File: src/hdl/hts_ram.sv
`timescale 1ns / 1ps
`default_nettype none

module hts_ram #(
    parameter int WIDTH = 8,
    parameter int DEPTH = 256
) (
    input  wire logic                     aclk,
    input  wire logic                     we,
    input  wire logic [$clog2(DEPTH)-1:0] waddr,
    input  wire logic [WIDTH-1:0]         wdata,
    input  wire logic [$clog2(DEPTH)-1:0] raddr,
    output logic      [WIDTH-1:0]         rdata
);

    logic [WIDTH-1:0] mem [DEPTH];
    logic [WIDTH-1:0] rdata_reg;

    always_ff @(posedge aclk) begin
        if (we) begin
            mem[waddr] <= wdata;
        end
        rdata_reg <= mem[raddr];
    end

    assign rdata = rdata_reg;

endmodule

`default_nettype wire

File: config.mk
export PLATFORM = sky130hd
export DESIGN_NAME = hts_ram
export DESIGN_NICKNAME = d
export VERILOG_FILES = /design/src/hdl/hts_ram.sv
export SDC_FILE = /design/constraint.sdc
export NUM_CORES = 2
export LEC_CHECK = 0
export BUFFER_PORTS_ARGS = -buffer_cell sky130_fd_sc_hd__buf_2
export CELL_PAD_IN_SITES_DETAIL_PLACEMENT = 1
export CELL_PAD_IN_SITES_GLOBAL_PLACEMENT = 1
export CORE_ASPECT_RATIO = 1.25
export CORE_UTILIZATION = 45
export DETAILED_ROUTE_END_ITERATION = 8
export PLACE_DENSITY = 0.7
export SLEW_MARGIN = 0
export SYNTH_ARGS = -nofsm -noshare
export SYNTH_HDL_FRONTEND = slang
export SYNTH_SLANG_ARGS = --single-unit
File: constraint.sdc
create_clock -name aclk -period 6.71 [get_ports aclk]
set_input_delay 1.342 -clock aclk [delete_from_list [all_inputs] [get_ports aclk]]
set_output_delay 1.342 -clock aclk [all_outputs]
set_load 0.01 [all_outputs]
==> results.toml <==
[global_route]
antenna_found_initial = 11
grt_pass1_wl_um = 298000
grt_pass1_vias = 40800
grt_overflow_total = 0
grt_usage_pct = 23.4
grt_max_degree = 191

[critical_path]
endpoint_kind = "register"
cp.arrival_ns = 5.02
crit_required_ns = 7.39
criticalPathCategory = "input port to register"
cp-start-kind = "input port"
path_max_fanout = 50

[clock_tree]
htree_num_levels = 4
cts.sinks = 2056
post-cts-setup-buffers = 0
clk_path_buf_depth = 3
cts_tree = "yes"
clock_latency_ns = 0.85
clkTransAtPathRegs_ns = 0.06
cts-root-buf = "clkbuf_16"
cts_made_buffers = 192
cts_resized = 0
cts_hold_buffers = 0

[synthesis]
ys_seq_area_share_pct = 77.5
syn_area_per_cell_um2 = 21.3
yosysWarnings = 0
synth_area_leaders = "edfxtp_1, mux4_2, mux2i_1"
syn_inst = 3733
synth_top_area_share_pct = 77.3
synthTopCellsByCount = "edfxtp_1, mux4_2, nor2_1"
yosysTopAreaCell = "edfxtp_1"
ys_types = 55
syn-cell-area_um2 = 79600
ys_seq_elements = 2056
async_reset_ff_share_pct = 0
yosysMostFrequentCell = "edfxtp_1"
syn_nets = 3759
ys.flop_type = "edfxtp_1"
synth_edf_count = 2048

[final_layout]
final-seq-area_um2 = 61700
largest_register_ffs = 2048
drive_above_1_share_pct = 22.3
nNetsFinal = 3837
finalInstanceArea_um2 = 88700
fill_cells = 15500
multi_input_area_um2 = 16500
synthToLayoutAreaGrowth_pct = 11.4

[route]
via_count = 38700
wl_per_cell_um = 32.9
dr.pass1.iters = 6
viasPerCell = 6.11
antenna_left = 0
drtIter0Drc = 4005
drc = 0
routed_wl_um = 208000

[job]
maxCapViolCount = 0

[sta]
finClkSkew_ns = 0.0452
worst_slew_pin_slew_ns = 1.32
report.final.slew_viol_count = 0
rsz0062_at_grt = "no"
setup_violations = 0
slew_headroom_pct = 11.8
fmax_ghz = 0.230
fin_tns_setup_ns = 0
timing.final.crit_share_pct = 64.7
fin_crit_ns = 4.34
hold_viol = 0

[floorplan]
die_h_um = 472
die_area_um2 = 178000
io_pins = 34
coreArea_um2 = 176000
initial_utilization_pct = 45.3
die_w_um = 378
num_rows = 172

[power_and_ir_drop]
ir_drop_v = 0.000290
p_leak_nw = 27.0
p_per_area_nw_per_um2 = 300

[placement]
place.port_buffers = 33
dp_hpwl_um = 128000
placed_area_um2 = 82200
gp_congestion = 0.821

[run_status]
status = "finished, final reports clean"

[hold_path]
hold_path_class = "input port to register"
-- area by class of cell --
type	count	area share (%)
multi-input cells	1442	18.7
clock buffers	227	5.66
clock inverters	131	1.56
well taps	2349	3.32
repair buffers	117	1.24
flip-flops and latches	2056	69.5
inverters	2	0.00847
diodes	3	0.00847
-- worst max-delay path, stage by stage --
cell,delay [ns]
buf_8,0.47
buf_12,0.34
buf_4,0.34
mux4_2,0.57
mux4_2,0.51
nor2b_1,0.19
nor4_1,1.01
nor4_2,0.15
-- worst paths after layout --
path,endpoint,cells after the start,slack (ns),startpoint
max reg2reg,rdata[4]$_DFF_P_,6,3.59,mem[101][4]$_DFFE_PP_
min,mem[110][2]$_DFFE_PP_,1,0.92,wdata[2]
min reg2reg,rdata[5]$_DFF_P_,6,1.11,mem[32][5]$_DFFE_PP_
max,rdata[0]$_DFF_P_,8,2.37,raddr[0]
-- metrics by stage --
step | total power [mW] | instances | hold WS [ns] | setup WS (ns) | util, %
3_3_place_gp | 15.7 | 5966 | 1.03 | 1.56 | 46.8
5_1_grt | 27.2 | 6325 | 0.920 | 2.26 | 50.5
4_1_cts | 26.7 | 6324 | 0.886 | 2.39 | 50.5
6_report | 26.6 | 6327 | 0.923 | 2.37 | 50.5
3_5_place_dp | 15.7 | 5966 | 1.05 | 1.53 | 46.8
2_1_floorplan | 15.1 | 3733 | 0.770 | 3.43 | -
-- power by group --
part           internal [mW]  total (mW)  leakage (nW)  switching (mW)
combinational          0.417        1.27          5.44           0.855
clock                   6.33        11.1          3.14            4.79
sequential              14.2        14.2          18.5          0.0268
-- per-layer routing --
layer / share of wire, % / GRT usage (%)
met4: 4.0 / 9.13
met1: 39 / 30.4
met5: 0.027 / 0
met3: 6.1 / 3.53
met2: 51 / 39.7
-- cell families (layout without fill, tap and decap cells) --
group	count (synthesis)	in the layout	share of synthesized area (%)
buffers and inverters	235	477	1.83
AND/OR/NAND/NOR	466	466	2.63
other	0	3	0
AO/OA/AOI/OAI	385	385	3.42
flip-flops	2056	2056	77.5
multiplexers	591	591	14.6
-- placed cells by master, fill, tap and decap left out, types with 25 or more instances in the layout --
cell,instances
nor2b_1,28
buf_4,70
o221ai_1,46
clkbuf_16,196
clkbuf_1,31
nor2_1,279
nand2_1,33
edfxtp_1,2048
o22ai_1,28
a22oi_1,133
mux2i_1,134
a21oi_1,96
clkinv_1,41
bufinv_16,25
mux4_2,454
clkinv_2,42
nand3_1,29
(Power assumes the default switching activity.)
