===== src/hdl/hts_pkg.sv =====
`timescale 1ns / 1ps
`default_nettype none

package hts_pkg;

    localparam int MAX_DIM   = 256;
    localparam int FRAC_BITS = 8;

    localparam int QPOS_W   = 17;
    localparam int HEIGHT_W = 16;
    localparam int SAMPLE_W = 8;
    localparam int SCALE_W  = 16;
    localparam int CFG_W    = 16;
    localparam int CFG_IDX_W = 2;

    localparam int CELL_W  = $clog2(MAX_DIM);
    localparam int DIM_W   = CELL_W + 1;
    localparam int CMP_W   = DIM_W + 1;
    localparam int ADDR_W  = 2 * CELL_W;
    localparam int DEPTH   = MAX_DIM * MAX_DIM;
    localparam int FRAC_W  = FRAC_BITS;
    localparam int WGT_W   = FRAC_BITS + 1;
    localparam int ONE_FIX = 1 << FRAC_BITS;

    localparam int ACC_W       = SAMPLE_W + FRAC_BITS;
    localparam int NUM_W       = ACC_W + SCALE_W;
    localparam int QUO_IN_W    = NUM_W - FRAC_BITS;
    localparam int RECIP_SHIFT = QUO_IN_W + 8;
    localparam longint RECIP   = ((64'd1 << RECIP_SHIFT) + 64'd254) / 64'd255;
    localparam int RECIP_W     = RECIP_SHIFT - 7;
    localparam int HALF_DEN    = (255 * ONE_FIX) / 2;
    localparam int QUO_W       = NUM_W - RECIP_SHIFT + RECIP_W + QUO_IN_W - NUM_W + 1;

    localparam int MAC_A_W = QUO_IN_W;
    localparam int MAC_B_W = RECIP_W;
    localparam int MAC_W   = MAC_A_W + MAC_B_W;
    localparam int ADD_W   = 16;

    localparam logic [CFG_IDX_W-1:0] REG_GRID_COLUMNS = 2'd0;
    localparam logic [CFG_IDX_W-1:0] REG_GRID_ROWS    = 2'd1;
    localparam logic [CFG_IDX_W-1:0] REG_HEIGHT_SCALE = 2'd2;

    localparam logic OP_WRITE = 1'b0;
    localparam logic OP_QUERY = 1'b1;

    typedef struct packed {
        logic               en;
        logic               load;
        logic [ADD_W-1:0]   addend;
        logic [MAC_A_W-1:0] a;
        logic [MAC_B_W-1:0] b;
    } mac_op_t;

endpackage

`default_nettype wire


===== src/hdl/hts_mac.sv =====
`timescale 1ns / 1ps
`default_nettype none

module hts_mac (
    input  wire logic                     aclk,
    input  wire hts_pkg::mac_op_t         op,
    output logic      [hts_pkg::MAC_W-1:0] acc
);

    import hts_pkg::*;

    logic [MAC_W-1:0] acc_reg;
    logic [MAC_W-1:0] acc_next;
    logic [MAC_W-1:0] prod;
    logic [MAC_W-1:0] base;

    assign prod = MAC_W'(op.a) * MAC_W'(op.b);
    assign base = op.load ? MAC_W'(op.addend) : acc_reg;
    assign acc_next = base + prod;

    always_ff @(posedge aclk) begin
        if (op.en) begin
            acc_reg <= acc_next;
        end
    end

    assign acc = acc_reg;

endmodule

`default_nettype wire


===== config.mk =====
export PLATFORM = sky130hd
export DESIGN_NAME = hts_mac
export DESIGN_NICKNAME = d
export VERILOG_FILES = /design/src/hdl/hts_pkg.sv /design/src/hdl/hts_mac.sv
export SDC_FILE = /design/constraint.sdc
export NUM_CORES = 2
export LEC_CHECK = 0
export BUFFER_PORTS_ARGS = -buffer_cell sky130_fd_sc_hd__buf_2
export CORE_ASPECT_RATIO = 0.9
export CORE_MARGIN = 4
export CORE_UTILIZATION = 55
export CTS_CLUSTER_SIZE = 10
export DETAILED_ROUTE_END_ITERATION = 10
export GPL_TIMING_DRIVEN = 0
export MAX_ROUTING_LAYER = met4
export PLACE_DENSITY_LB_ADDON = 0.12
export SETUP_SLACK_MARGIN = 0.15
export SYNTH_ARGS = -nofsm -noshare
export SYNTH_HDL_FRONTEND = slang
export SYNTH_SLANG_ARGS = --single-unit

===== constraint.sdc =====
create_clock -name aclk -period 11.5 [get_ports aclk]
set_input_delay 1.15 -clock aclk [delete_from_list [all_inputs] [get_ports aclk]]
set_output_delay 1.15 -clock aclk [all_outputs]
set_load 0.03 [all_outputs]

==> flow_summary.ini <==
[logic_synthesis]
synthArstFlopShare = 0
yosys_most_used_dff = edfxtp_1
synth_nets = 3308
syn_inst = 2519
netlist_top_cells_count = 654 x inv_1, 550 x fa_1, 334 x nand2_1
synth_edf_count = 49
synth_top_area_frac = 0.478
yosys_warnings = 0
syn-cell-area_mm2 = 0.0230
yosys.area.top_type = fa_1
yosysSeqAreaShare = 0.0639
syn_area_per_cell_um2 = 9.14
synth_area_leaders = fa_1 48%, inv_1 11%, ha_1 9.3%, and2_1 8.4%, edfxtp_1 6.4%
synth_cell_types = 62
synth_seq_cells = 49
synth_most_common_cell = inv_1

[setup_path]
crit_fanout = 10
crit_type = primary input to register
endpoint_kind = register
crit_path_max_incr_delay_ns = 0.71
cp_num_buf_inv = 7
cp_common_cell = fa_1
start_kind = primary input
cp_slowest_cell = clkbuf_1
worst-endpoint-required_ns = 11.54
cpLargestDelayFamily = adder cells
critPathArrivalTime_ns = 8.51

[worst_hold_path]
holdCritPathClass = register to register

[clock_tree]
root_buffer = clkbuf_16
post_cts_resized = 0
htreeDepth = 2
clk_pin_slew_ns = 0.07
clk_latency_ns = 0.30
cts_tree = done
clock_sinks = 49
numCtsBuffers = 5
clk_path_buf_depth = 2
postCtsSetupRepairBufs = 0
cts.hold.buffers_added = 0

[timing]
relSlewSlack = 0.214
maxSlewViolCount = 0
max_freq_ghz = 0.118
finalCritPeriodShare = 0.736
hold_viol = 0
fin_setup_tns_ns = 0
finalSetupViolCount = 0
skew_ns = 0.00656
rsz0062_at_grt = false
fin_crit_ns = 8.46
tightest_slew_ns = 1.18

[layout]
largest_reg_flops = 49
ff_latch_area_mm2 = 0.00147
multi_input_area_mm2 = 0.0187
area_growth_pct = 6.19
final_layout_size_suffix_gt1_frac = 0.0605
nets = 3431
fill_cells = 3741

[place]
portBuffers = 116
globalplace.congestion = 1.02
hpwl_um = 62700

[die]
dieArea_mm2 = 0.0452
dieHeight_um = 202
die_w_um = 224
initial_core_util = 0.562
io_pins = 117
fp.coreArea_mm2 = 0.0410
rows = 70

[detailed_routing]
dr.pass1.iters = 6
totalWireLength_um = 72500
wl_per_cell_um = 22.8
vias = 17260
drtIter0Drc = 1459
viasPerCell = 5.42
drtAntennaViolNets = 0
post-route-drc-count = 0

[global_route]
grt_antenna_before_repair = 2
grt_overflow = 0
grt_start_max_net_pins = 50
grtUsageTotal = 0.342
grt_pass1_wl_um = 114000
grt_pass1_vias = 18615

[job]
drv_cap = 0

[outcome]
outcome = completed
## stage by stage
stage	worst slack [ns]	utilization	cell area (um^2)	hold WS, ns	instances
3_3_place_gp	2.87	0.593	24300	0.679	3175
3_5_place_dp	2.87	0.593	24300	0.691	3175
2_1_floorplan	4.20	-	23000	0.911	2519
5_1_grt	2.78	0.597	24500	0.740	3184
4_1_cts	3.17	0.597	24500	0.711	3183
6_report	3.04	0.597	24500	0.707	3184
## path summary, 6_finish.rpt
kind	startpoint	end	slack [ns]	depth (start not counted)
max	op[34]	acc[42]	3.04	25
min	acc[0]	acc[0]	0.71	2
max reg2reg	acc[13]	acc[40]	5.95	16
min reg2reg	acc[0]	acc[0]	0.71	2
## cell type report
cell class,count,area share
Tap cell,540,0.0276
Antenna cell,1,0.000102
Buffer,113,0.0175
Inverter,655,0.101
Clock buffer,5,0.00512
Timing Repair Buffer,116,0.0237
Sequential cell,49,0.0602
Multi-Input combinational cell,1702,0.764
Clock inverter,3,0.00169
## placed cells by master, fill, tap and decap left out, drive strengths merged, types with 2 or more instances in the layout
cell and count:
nand2b 17, a21oi 60, o211a 2, a21boi 2, ha 171, xor2 18, mux2 13, buf 121
fa 550, o21bai 9, a21o 13, nor2 29, nor3 11, nand2 335, o211ai 4, xnor2 30
nand3 11, and4 2, a211oi 3, edfxtp 49, o21a 4, a31oi 5, inv 655, mux2i 4
o31ai 4, nor2b 30, and2 309, clkbuf 113, nand4 7, and3 9, o2111ai 2, o21ai 31
## cells by family (layout without fill, tap and decap cells)
logic type | count (synthesis) | in the layout | share of synthesized area
adders and majority gates | 721 | 721 | 0.571
DFF | 49 | 49 | 0.0639
AOI/OAI and AO/OA | 149 | 149 | 0.0441
other | 0 | 1 | 0
muxes | 17 | 17 | 0.00809
buffers and inverters | 768 | 892 | 0.125
xor gates and xnor gates | 48 | 48 | 0.0183
and+or+nand+nor | 767 | 767 | 0.169
## per-layer routing
metal / track usage / wire length (um)
met5: - / 0
met4: 0.0878 / 2390
met3: 0.0928 / 8480
met2: 0.475 / 29800
met1: 0.502 / 31800
## worst min-delay path, stage by stage, from the launching register on
cell and delay (ns):
edfxtp_1 0.35, mux2_2 0.15, ha_1 0.11
Power is left out: the tool's default activity adds up to more than one toggle a clock period on the data nets, which glitch-free logic cannot reach.
